## src/bat_pkg.sv

```systemverilog
package bat_pkg;

	localparam int MAX_ENTRIES_DEF = 64;
	localparam int WORD_BITS_DEF   = 32;

	localparam int OP_W      = 3;
	localparam int POS_W     = 7;
	localparam int DATA_W    = 32;
	localparam int ST_W      = 3;
	localparam int FPOS_W    = 6;
	localparam int CNT_OUT_W = 7;
	localparam int CAP_W     = 7;

	localparam logic [CAP_W-1:0] CAP_RESET = 7'd64;

	typedef enum logic [OP_W-1:0] {
		OP_APPEND    = 3'd0,
		OP_INSERT    = 3'd1,
		OP_DELETE    = 3'd2,
		OP_OVERWRITE = 3'd3,
		OP_READ      = 3'd4,
		OP_FIND      = 3'd5
	} op_t;

	typedef enum logic [ST_W-1:0] {
		ST_OK        = 3'd0,
		ST_FULL      = 3'd1,
		ST_EMPTY     = 3'd2,
		ST_BAD_INDEX = 3'd3,
		ST_NOT_FOUND = 3'd4
	} status_t;

	typedef struct packed {
		status_t                   status;
		logic signed [DATA_W-1:0]  read_data;
		logic [FPOS_W-1:0]         found_position;
		logic [CNT_OUT_W-1:0]      entry_count;
		logic                      is_full;
		logic                      is_empty;
	} res_t;

endpackage

```

## src/bounded_array_table.sv

```systemverilog
// Bounded array table: an ordered list of signed words kept in one entry RAM.
// Input channel (in_valid/in_ready) carries one request beat: opcode, position,
// data_word. Output channel (out_valid/out_ready) returns one result beat per
// request: status, read_data, found_position, entry_count, is_full, is_empty.
// cfg_we writes cfg_wdata into the capacity register; write it only while idle.
// One request is in flight at a time; in_ready is high only while idle.
// Path from accept to the result beat, n the count before the request:
//   append, overwrite, failed or unused requests: straight to the result
//   read: the read state captures the registered RAM output
//   insert: entries position to n-1 move up one slot, highest first, one RAM read
//     per moved entry; then the word is written at position
//   delete: entries after position move down one slot, lowest first
//   find: compares entries from index 0 up and stops at the first match
// The next request is taken only once the result has left the sequencer.
// The entry RAM, one read and one write a cycle, moves or compares one entry a cycle.
// The result beat sits in an output register, so a new request is taken while
// it waits; a stalled receiver holds the next result inside the sequencer.
// Reset empties the table and sets the capacity to 64; no RAM clearing pass.
module bounded_array_table #(
	parameter int MAX_ENTRIES = bat_pkg::MAX_ENTRIES_DEF,
	parameter int WORD_BITS   = bat_pkg::WORD_BITS_DEF
) (
	input  logic                                 clk,
	input  logic                                 arst_n,
	input  logic                                 cfg_we,
	input  logic [bat_pkg::CAP_W-1:0]            cfg_wdata,
	input  logic                                 in_valid,
	output logic                                 in_ready,
	input  logic [bat_pkg::OP_W-1:0]             opcode,
	input  logic [bat_pkg::POS_W-1:0]            position,
	input  logic signed [bat_pkg::DATA_W-1:0]    data_word,
	output logic                                 out_valid,
	input  logic                                 out_ready,
	output logic [bat_pkg::ST_W-1:0]             status,
	output logic signed [bat_pkg::DATA_W-1:0]    read_data,
	output logic [bat_pkg::FPOS_W-1:0]           found_position,
	output logic [bat_pkg::CNT_OUT_W-1:0]        entry_count,
	output logic                                 is_full,
	output logic                                 is_empty
);
	import bat_pkg::*;

	logic [CAP_W-1:0] capacity_q;
	logic             out_valid_q;
	res_t             out_q;
	res_t             res;
	logic             res_valid;
	logic             res_ready;

	assign res_ready = !out_valid_q || out_ready;

	bat_engine #(
		.MAX_ENTRIES(MAX_ENTRIES),
		.WORD_BITS  (WORD_BITS)
	) u_engine (
		.clk      (clk),
		.arst_n   (arst_n),
		.capacity (capacity_q),
		.in_valid (in_valid),
		.in_ready (in_ready),
		.opcode   (opcode),
		.position (position),
		.data_word(data_word),
		.res_valid(res_valid),
		.res_ready(res_ready),
		.res      (res)
	);

	always_ff @(posedge clk or negedge arst_n) begin
		if (!arst_n) begin
			capacity_q  <= CAP_RESET;
			out_valid_q <= 1'b0;
		end else begin
			if (cfg_we) begin
				capacity_q <= cfg_wdata;
			end
			if (res_ready) begin
				out_valid_q <= res_valid;
			end
		end
	end

	always_ff @(posedge clk) begin
		if (res_valid && res_ready) begin
			out_q <= res;
		end
	end

	assign out_valid      = out_valid_q;
	assign status         = out_q.status;
	assign read_data      = out_q.read_data;
	assign found_position = out_q.found_position;
	assign entry_count    = out_q.entry_count;
	assign is_full        = out_q.is_full;
	assign is_empty       = out_q.is_empty;

endmodule

```

## src/bat_ram.sv

```systemverilog
module bat_ram #(
	parameter int WIDTH = 32,
	parameter int DEPTH = 64
) (
	input  logic                     clk,
	input  logic                     we,
	input  logic [$clog2(DEPTH)-1:0] waddr,
	input  logic [WIDTH-1:0]         wdata,
	input  logic [$clog2(DEPTH)-1:0] raddr,
	output logic [WIDTH-1:0]         rdata
);

	logic [WIDTH-1:0] mem_q [DEPTH];

	always_ff @(posedge clk) begin
		if (we) begin
			mem_q[waddr] <= wdata;
		end
		rdata <= mem_q[raddr];
	end

endmodule

```

## src/bat_engine.sv

```systemverilog
module bat_engine #(
	parameter int MAX_ENTRIES = bat_pkg::MAX_ENTRIES_DEF,
	parameter int WORD_BITS   = bat_pkg::WORD_BITS_DEF
) (
	input  logic                                clk,
	input  logic                                arst_n,
	input  logic [bat_pkg::CAP_W-1:0]           capacity,
	input  logic                                in_valid,
	output logic                                in_ready,
	input  logic [bat_pkg::OP_W-1:0]            opcode,
	input  logic [bat_pkg::POS_W-1:0]           position,
	input  logic signed [bat_pkg::DATA_W-1:0]   data_word,
	output logic                                res_valid,
	input  logic                                res_ready,
	output bat_pkg::res_t                       res
);
	import bat_pkg::*;

	localparam int AW    = $clog2(MAX_ENTRIES);
	localparam int CNT_W = $clog2(MAX_ENTRIES + 1);
	localparam int CMP_W = (CNT_W > POS_W) ? CNT_W : POS_W;

	typedef enum logic [5:0] {
		S_IDLE = 6'b000001,
		S_READ = 6'b000010,
		S_UP   = 6'b000100,
		S_DOWN = 6'b001000,
		S_FIND = 6'b010000,
		S_DONE = 6'b100000
	} state_t;

	state_t                  state_q, state_d;
	logic [CNT_W-1:0]        count_q, count_d;
	logic                    pend_q, pend_d;
	logic [CMP_W-1:0]        idx_q, idx_d;
	logic [CMP_W-1:0]        pos_q, pos_d;
	logic [AW-1:0]           wdst_q, wdst_d;
	logic [AW-1:0]           fpos_q, fpos_d;
	logic [AW-1:0]           cmp_q, cmp_d;
	logic [WORD_BITS-1:0]    word_q, word_d;
	logic signed [WORD_BITS-1:0] rdata_q, rdata_d;
	status_t                 status_q, status_d;

	logic                    mem_we;
	logic [AW-1:0]           mem_waddr;
	logic [WORD_BITS-1:0]    mem_wdata;
	logic [AW-1:0]           mem_raddr;
	logic [WORD_BITS-1:0]    mem_rdata;

	logic signed [WORD_BITS-1:0] word_in;
	logic [CMP_W-1:0]        pos_x;
	logic [CMP_W-1:0]        cnt_x;
	logic [CMP_W-1:0]        cap_x;
	logic                    full_now;
	logic [CMP_W-1:0]        idx_m1;

	assign word_in  = WORD_BITS'(data_word);
	assign pos_x    = CMP_W'(position);
	assign cnt_x    = CMP_W'(count_q);
	assign cap_x    = CMP_W'(capacity);
	assign full_now = (cnt_x >= cap_x) || (count_q == CNT_W'(MAX_ENTRIES));
	assign idx_m1   = CMP_W'(idx_q - 1'b1);

	assign in_ready  = (state_q == S_IDLE);
	assign res_valid = (state_q == S_DONE);

	always_comb begin
		res.status         = status_q;
		res.read_data      = DATA_W'(rdata_q);
		res.found_position = FPOS_W'(fpos_q);
		res.entry_count    = CNT_OUT_W'(count_q);
		res.is_full        = full_now;
		res.is_empty       = (count_q == '0);
	end

	bat_ram #(
		.WIDTH(WORD_BITS),
		.DEPTH(MAX_ENTRIES)
	) u_ram (
		.clk  (clk),
		.we   (mem_we),
		.waddr(mem_waddr),
		.wdata(mem_wdata),
		.raddr(mem_raddr),
		.rdata(mem_rdata)
	);

	always_comb begin
		state_d   = state_q;
		count_d   = count_q;
		pend_d    = pend_q;
		idx_d     = idx_q;
		pos_d     = pos_q;
		wdst_d    = wdst_q;
		fpos_d    = fpos_q;
		cmp_d     = cmp_q;
		word_d    = word_q;
		rdata_d   = rdata_q;
		status_d  = status_q;
		mem_we    = 1'b0;
		mem_waddr = wdst_q;
		mem_wdata = mem_rdata;
		mem_raddr = idx_q[AW-1:0];

		case (state_q)
			S_IDLE: begin
				if (in_valid) begin
					status_d = ST_OK;
					rdata_d  = '0;
					fpos_d   = '0;
					word_d   = word_in;
					pos_d    = pos_x;
					pend_d   = 1'b0;
					state_d  = S_DONE;
					case (op_t'(opcode))
						OP_APPEND: begin
							if (full_now) begin
								status_d = ST_FULL;
							end else begin
								mem_we    = 1'b1;
								mem_waddr = count_q[AW-1:0];
								mem_wdata = word_in;
								count_d   = CNT_W'(count_q + 1'b1);
							end
						end
						OP_INSERT: begin
							if (full_now) begin
								status_d = ST_FULL;
							end else if (pos_x > cnt_x) begin
								status_d = ST_BAD_INDEX;
							end else begin
								idx_d   = cnt_x;
								state_d = S_UP;
							end
						end
						OP_DELETE: begin
							if (count_q == '0) begin
								status_d = ST_EMPTY;
							end else if (pos_x >= cnt_x) begin
								status_d = ST_BAD_INDEX;
							end else begin
								idx_d   = CMP_W'(pos_x + 1'b1);
								state_d = S_DOWN;
							end
						end
						OP_OVERWRITE: begin
							if (pos_x >= cnt_x) begin
								status_d = ST_BAD_INDEX;
							end else begin
								mem_we    = 1'b1;
								mem_waddr = pos_x[AW-1:0];
								mem_wdata = word_in;
							end
						end
						OP_READ: begin
							mem_raddr = pos_x[AW-1:0];
							if (pos_x >= cnt_x) begin
								status_d = ST_BAD_INDEX;
							end else begin
								state_d = S_READ;
							end
						end
						OP_FIND: begin
							if (count_q == '0) begin
								status_d = ST_EMPTY;
							end else begin
								idx_d   = '0;
								state_d = S_FIND;
							end
						end
						default: begin
						end
					endcase
				end
			end
			S_READ: begin
				rdata_d = mem_rdata;
				state_d = S_DONE;
			end
			S_UP: begin
				mem_raddr = idx_m1[AW-1:0];
				if (pend_q) begin
					mem_we = 1'b1;
				end else if (idx_q == pos_q) begin
					mem_we    = 1'b1;
					mem_waddr = pos_q[AW-1:0];
					mem_wdata = word_q;
				end
				if (idx_q > pos_q) begin
					wdst_d = idx_q[AW-1:0];
					idx_d  = idx_m1;
					pend_d = 1'b1;
				end else if (pend_q) begin
					pend_d = 1'b0;
				end else begin
					count_d = CNT_W'(count_q + 1'b1);
					state_d = S_DONE;
				end
			end
			S_DOWN: begin
				mem_we = pend_q;
				if (idx_q < cnt_x) begin
					wdst_d = idx_m1[AW-1:0];
					idx_d  = CMP_W'(idx_q + 1'b1);
					pend_d = 1'b1;
				end else if (pend_q) begin
					pend_d = 1'b0;
				end else begin
					count_d = CNT_W'(count_q - 1'b1);
					state_d = S_DONE;
				end
			end
			S_FIND: begin
				if (pend_q && (mem_rdata == word_q)) begin
					fpos_d   = cmp_q;
					status_d = ST_OK;
					pend_d   = 1'b0;
					state_d  = S_DONE;
				end else if (idx_q < cnt_x) begin
					cmp_d  = idx_q[AW-1:0];
					idx_d  = CMP_W'(idx_q + 1'b1);
					pend_d = 1'b1;
				end else if (pend_q) begin
					pend_d = 1'b0;
				end else begin
					status_d = ST_NOT_FOUND;
					state_d  = S_DONE;
				end
			end
			S_DONE: begin
				if (res_ready) begin
					state_d = S_IDLE;
				end
			end
			default: begin
				state_d = S_IDLE;
			end
		endcase
	end

	always_ff @(posedge clk or negedge arst_n) begin
		if (!arst_n) begin
			state_q <= S_IDLE;
			count_q <= '0;
			pend_q  <= 1'b0;
		end else begin
			state_q <= state_d;
			count_q <= count_d;
			pend_q  <= pend_d;
		end
	end

	always_ff @(posedge clk) begin
		idx_q    <= idx_d;
		pos_q    <= pos_d;
		wdst_q   <= wdst_d;
		fpos_q   <= fpos_d;
		cmp_q    <= cmp_d;
		word_q   <= word_d;
		rdata_q  <= rdata_d;
		status_q <= status_d;
	end

endmodule

```

## config.mk

```make
export PLATFORM = sky130hd
export DESIGN_NAME = bounded_array_table
export DESIGN_NICKNAME = d
export VERILOG_FILES = /design/src/bat_pkg.sv /design/src/bounded_array_table.sv /design/src/bat_ram.sv /design/src/bat_engine.sv
export SDC_FILE = /design/constraint.sdc
export NUM_CORES = 2
export LEC_CHECK = 0
export BUFFER_PORTS_ARGS = -buffer_cell sky130_fd_sc_hd__buf_2
export CAP_MARGIN = 15
export CELL_PAD_IN_SITES_DETAIL_PLACEMENT = 2
export CELL_PAD_IN_SITES_GLOBAL_PLACEMENT = 2
export CORE_ASPECT_RATIO = 1.4
export CORE_MARGIN = 8
export CORE_UTILIZATION = 41
export CTS_CLUSTER_DIAMETER = 200
export DETAILED_ROUTE_END_ITERATION = 12
export PLACE_DENSITY_LB_ADDON = 0.1
export SYNTH_ARGS = -nofsm -noshare
export SYNTH_HDL_FRONTEND = slang
export SYNTH_SLANG_ARGS = --single-unit
```

## constraint.sdc

```tcl
create_clock -name clk -period 5.4 [get_ports clk]
set_input_delay 0.27 -clock clk [delete_from_list [all_inputs] [get_ports clk]]
set_output_delay 0.27 -clock clk [all_outputs]
set_load 0.01 [all_outputs]
```

== Word level (Yosys, flattened, before mapping) ==
Memory sizes are Yosys's and may differ from the RTL's. A register that Yosys moved wholly into a read port is not among the register bits.
Index checks and enable logic that the tools add are counted.
Storage, ports and cells
  register bits: 171
  latch bits: 0
  memory bits (writable): 2048
  memory bits (read-only): 0
  word-level logic and storage cells: 172
  memories: 1
Operators by class
  $add $sub $neg: 5
  $mul: 0
  div/mod/pow operators: 0
  order comparisons: 5
  eq/ne operators: 34
  shift-type cells: 0
  multiplexer cells: 84
  bitwise operators: 1
  reduce and logical (&&, ||, !) cells: 23
Memories
  u_engine.u_ram.mem_q: words 64, bits a word 32, rd ports 1, clocked after memory_dff 1, wr ports 1, line bat_ram.sv:13  | logic [WIDTH-1:0] mem_q [DEPTH];
Operator list (number)
  $mux W32: 6
  $pmux W32 S2: 3
  $mux W6: 23
  $mux W7: 16
  $pmux W6 S2: 5
  $pmux W7 S3: 2
  $pmux W6 S6: 1
  $eq A32 B32 Y1: 1
  $pmux W7 S4: 1
  $pmux W6 S4: 1
  $add A7 B1 Y7 const B: 3
  $ne A3 B3 Y1 const B: 7
  $mux W3: 6
  $pmux W3 S5: 1
  $ge A7 B7 Y1: 2
  $gt A7 B7 Y1: 2
  $ne A2 B2 Y1 const B: 7
  $sub A7 B1 Y7 const B: 2
  $mux W1: 12
  $reduce_and A3 Y1: 4
  $ne A2 B1 Y1 const B: 5
  $reduce_and A10 Y1: 1
  $reduce_and A8 Y1: 1
  $eq A7 B7 Y1: 1
  29 further kinds: 39

== Longest topological paths before layout ==
  depth in word-level cells: 8
  mapped depth: 15
  gate-level depth less buffers: 12

== Hierarchy ==
A second synthesis with hierarchy kept.
Second synthesis, totals
  cell total of the unflattened synthesis: 4421
  area total of the unflattened synthesis: 89025.4 um^2
By module, submodules not included
  bat_ram: times used 1, cells each 3511, area each 79039.6 um^2, sequential area each 62139.6 um^2
  bat_engine: times used 1, cells each 841, area each 8147.8 um^2, sequential area each 3324.4 um^2
  bounded_array_table: times used 1, cells each 69, area each 1838.0 um^2, sequential area each 1702.9 um^2

== Worst setup path after synthesis ==
No wires, ideal clock.
  path kind: flip-flop to flip-flop
  from: reg u_engine.state_q[3]
  to: mem u_engine.u_ram.mem_q[48][0] (enable)
  arrival time: 4.710 ns
  required time: 4.979 ns
  slack: 0.269 ns
  stages on the path, launching flop included: 13
  path buffers: 1
  period minus slack after synthesis: 5.131 ns
  cell sequence: dfrtp_1 buf_6 nor4_4 nand2_1 inv_2 nand2_1 inv_1 o2111ai_1 o22ai_1 a221oi_1 nor2_1 nand2_1 nor2_1
Between the ends
  cells in the longest elaborated chain, start to end: 4
  elaborated cells on any way between the ends: 7
  those cells by class: eq/ne (3); mux (4)
Ends and longest elaborated chain
  start, declared: line bat_engine.sv:32  | state_t state_q, state_d;
  start signal, assigned: line bat_engine.sv:247  | state_q <= state_d;
  $eq A6 B1 Y1 (*)
  net in_ready: line bounded_array_table.sv:28  | output logic in_ready,
  $pmux W1 S3: line bat_engine.sv:105  | case (state_q)
  $mux W1: line bat_ram.sv:16  | if (we) begin
  $mux W1 (not written as such): line bat_ram.sv:17  | mem_q[waddr] <= wdata;
  end, declared: line bat_ram.sv:13
The timed path passes the listed nets; every way through them passes the cells marked *.

== Worst setup path after layout ==
  from: reg u_engine.count_q[4], in the netlist u_engine.cnt_x[4]
  to: mem u_engine.u_ram.mem_q[59][29] (enable)
Between the ends
  cells in the longest elaborated chain, start to end: 8
  elaborated cells on any way between the ends: 16
  those cells by class: order compare (2); eq/ne (1); mux (12); reduce/logical (1)
Ends and longest elaborated chain
  start, declared: line bat_engine.sv:33  | logic [CNT_W-1:0] count_q, count_d;
  start signal, assigned: line bat_engine.sv:248  | count_q <= count_d;
  $ge A7 B7 Y1 / $eq A7 B7 Y1 (equally long branches): line bat_engine.sv:61  | assign full_now = (cnt_x >= cap_x) || (count_q == CNT_W'(MAX_ENTRIES));
  $logic_or A1 B1 Y1: line bat_engine.sv:61
  $mux W1: line bat_engine.sv:117  | if (full_now) begin
  $pmux W1 S2: line bat_engine.sv:115  | case (op_t'(opcode))
  $mux W1: line bat_engine.sv:107  | if (in_valid) begin
  $pmux W1 S3: line bat_engine.sv:105
  $mux W1: line bat_ram.sv:16
  $mux W1 (not written as such): line bat_ram.sv:17
Parallel ways exist; a longest one is shown, timed or not.

==> flow_summary.json <==
{
  "cp_max_fo": 20,
  "endpoint_kind": "flip-flop",
  "ir_worst_vdd_uv": 421.9,
  "pwr-share-seq": 0.410,
  "yosys.area.top_type_share": 0.7305,
  "synth_cell_type_count": 94,
  "grt_pass1_vias": 65370,
  "yosysTopAreaCell": "edfxtp_1",
  "cts_tree": "yes",
  "place_ws_ns": 0.03232,
  "critPathRequiredTime_ns": 5.91,
  "clockBufferDepth": 4,
  "p_clk_frac": 0.275,
  "drt-initial-drc-count": 5565,
  "crit_arrival_ns": 5.75,
  "comb_power_share": 0.315,
  "slew_viol_final": 0,
  "slowest_stage": "dfrtp_1",
  "rows": 204,
  "top_level_ports": 106,
  "firstDrtPassIters": 5,
  "powerDensity_nw_per_um2": 528.4,
  "gp_congestion": 0.8930,
  "finalCriticalPeriod_ns": 5.241,
  "synth-seq-area-share": 0.7437,
  "cts_root_buffer": "clkbuf_16",
  "antenna_found_initial": 19,
  "synth.most_common_cell": "edfxtp_1",
  "yosys_warnings": 0,
  "setup_ws_ns": 0.1591,
  "drive_gt1_frac": 0.1356,
  "netSwitchingPower_uw": 20250,
  "cp_num_buf_inv": 2,
  "ant_nets": 0,
  "maxClockFrequency_mhz": 190.8,
  "core_region_area_um2": 219800,
  "synthToLayoutAreaGrowth_pct": 15.76,
  "leakage_uw": 0.03535,
  "clock_sinks": 2251,
  "swShare": 0.3666,
  "netlist_top_cells_area": "edfxtp_1 73%, nand2_1 6.3%, nand3_1 3.2%, a31oi_1 1.7%, mux2i_1 1.5%",
  "die_h_um": 571.3,
  "cts_max_level": 4,
  "internal_power_uw": 34990,
  "crit_family": "compound AO/OA/AOI/OAI gates",
  "critPathKind": "reg -> reg",
  "critPathLaunchType": "flip-flop",
  "setup_viol": 0,
  "initial_core_util": 0.4110,
  "synth-edff-count": 2197,
  "cts_made_buffers": 229,
  "track_usage": 0.2816,
  "nNetsFinal": 6906,
  "grt_pass1_wl_um": 481600,
  "crit_chain": "inv_1 -> ha_1 -> a21o_1 -> a21o_1 -> a21oi_1 -> o2111ai_1 -> a211oi_4 -> nor2_4 -> a221oi_2 -> nand2_1 -> nor2_4 -> buf_4",
  "run_status": "complete, no violations",
  "synth_area_um2": 90320,
  "synth_ff_type": "edfxtp_1",
  "clkLatencyLatePin_ns": 0.89,
  "min_path_type": "in -> reg",
  "die-width_um": 412.7,
  "hold_viol_final": 0,
  "max-cap-violations": 0,
  "post-route-drc-count": 0,
  "clk_pin_slew_ns": 0.06,
  "synthCells": 6485,
  "finClkSkew_ns": 0.05496,
  "hpwl_um": 215500,
  "worst_pin_slew_ns": 1.125,
  "relSlewSlack": 0.2305,
  "grt_max_degree": 137,
  "cts_setup_buffers": 0,
  "grt.overflow.total": 0,
  "vias_per_cell": 6.077,
  "async_flop_share": 0.009773,
  "max_stage_delay_ns": 0.63,
  "finalPower_uw": 55240,
  "avgSynthCellArea_um2": 13.93,
  "die-area_um2": 235800,
  "vias": 60080,
  "synth_common_cells": "2197 x edfxtp_1, 1512 x nand2_1, 584 x nand3_1",
  "rsz0062_at_grt": "no",
  "fin_util": 0.4757,
  "ys_ff_latch": 2251,
  "drt_wl_total_um": 340200,
  "wl_per_cell_um": 34.41,
  "fin_crit_sh": 0.9705,
  "syn_nets": 6575,
  "io_buffers": 105
}
[layer usage]
| metal | track usage | up-vias | part of all wire |
|---|---|---|---|
| met2 | 0.5153 | 1829 | 0.52 |
| met1 | 0.3433 | 32360 | 0.39 |
| met3 | 0.03157 | 594 | 0.048 |
| met5 | 0 | - | 0.00012 |
| met4 | 0.09992 | 6 | 0.041 |
| li1 | - | 25290 | - |
[flip-flops by register name (all words and copies together), names as in the netlist, 32 cells and up]
register and cells:
u_engine.u_ram.rdata 32, u_engine.word_q 32, u_engine.rdata_q 32, read_data 32
u_engine.u_ram.mem_q 2048
[timing repair]
action | 4_1_cts | 5_1_grt
endpoints found under the setup margin | 0 | 289
hold buffers | 67 | 0
gates resized for setup | 0 | 1
endpoints found under the hold margin | 92 | 0
[through the flow]
stage | hold WS [ns] | TNS [ns] | cells | area [µm²]
2_1_floorplan | -0.02559 | 0 | 6485 | 90320
4_1_cts | 0.07135 | 0 | 9880 | 104500
3_5_place_dp | 0.3373 | 0 | 9400 | 96920
6_report | 0.1373 | 0 | 9887 | 104500
5_1_grt | 0.1119 | 0 | 9883 | 104500
3_3_place_gp | 0.3317 | -0.02132 | 9396 | 96850
[kinds of logic after synthesis]
| family | after synthesis | synth area share |
|---|---|---|
| buf+inv | 464 | 0.02510 |
| compound gates | 937 | 0.07251 |
| fa+ha+maj | 36 | 0.005070 |
| simple gates | 2575 | 0.1259 |
| xor+xnor | 50 | 0.004849 |
| mux | 172 | 0.02291 |
| flops | 2251 | 0.7437 |
[power by group through the flow]
stage,combinational [µW],clock [µW],sequential (µW)
5_1_grt,18200,16000,22700
4_1_cts,17500,15400,22600
2_1_floorplan,8520,0,22800
6_report,17400,15200,22700
3_3_place_gp,16700,0,23000
3_5_place_dp,17300,0,23000
[worst paths after layout]
kind	from	to	slack [ns]	cells past startpoint
max	u_engine.cnt_x[4]$_DFFE_PN0P_	u_engine.u_ram.mem_q[59][29]$_DFFE_PP_	0.16	12
min	data_word[10]	u_engine.word_q[10]$_DFFE_PP_	0.14	2
max reg2reg	u_engine.cnt_x[4]$_DFFE_PN0P_	u_engine.u_ram.mem_q[59][29]$_DFFE_PP_	0.16	12
min reg2reg	u_engine.rdata_q[12]$_SDFFCE_PN0P_	read_data[12]$_DFFE_PP_	0.41	0
max in group asynchronous	arst_n	u_engine.pend_q$_DFFE_PN0P_	4.61	4
min in group asynchronous	arst_n	u_engine.state_q[0]$_DFFE_PN1P_	0.59	3
[final cells by class]
type | instances | area, µm²
tap | 2884 | 3608
clock inverter | 100 | 661.9
clock buffer | 313 | 6260
antenna | 5 | 12.51
fill | 20790 | 115200
timing repair buffer | 526 | 5069
sequential | 2251 | 67170
inverter | 36 | 135.1
multi-input combinational | 3772 | 21640
[placed cells by master, fill, tap and decap left out, drive strengths merged, types with 36 or more instances in the layout]
master / count
a31oi: 247
nand2: 1515
xnor2: 42
dlygate4sd3: 66
buf: 460
a22oi: 48
mux2i: 140
nand3: 585
clkbuf: 313
o221ai: 36
a21oi: 140
inv: 37
edfxtp: 2197
a211oi: 64
clkinv: 88
nand4: 48
nor2: 149
a32oi: 96
o21ai: 97
a311oi: 50
and3: 182
Note: power is estimated with default switching activity, not from simulation.
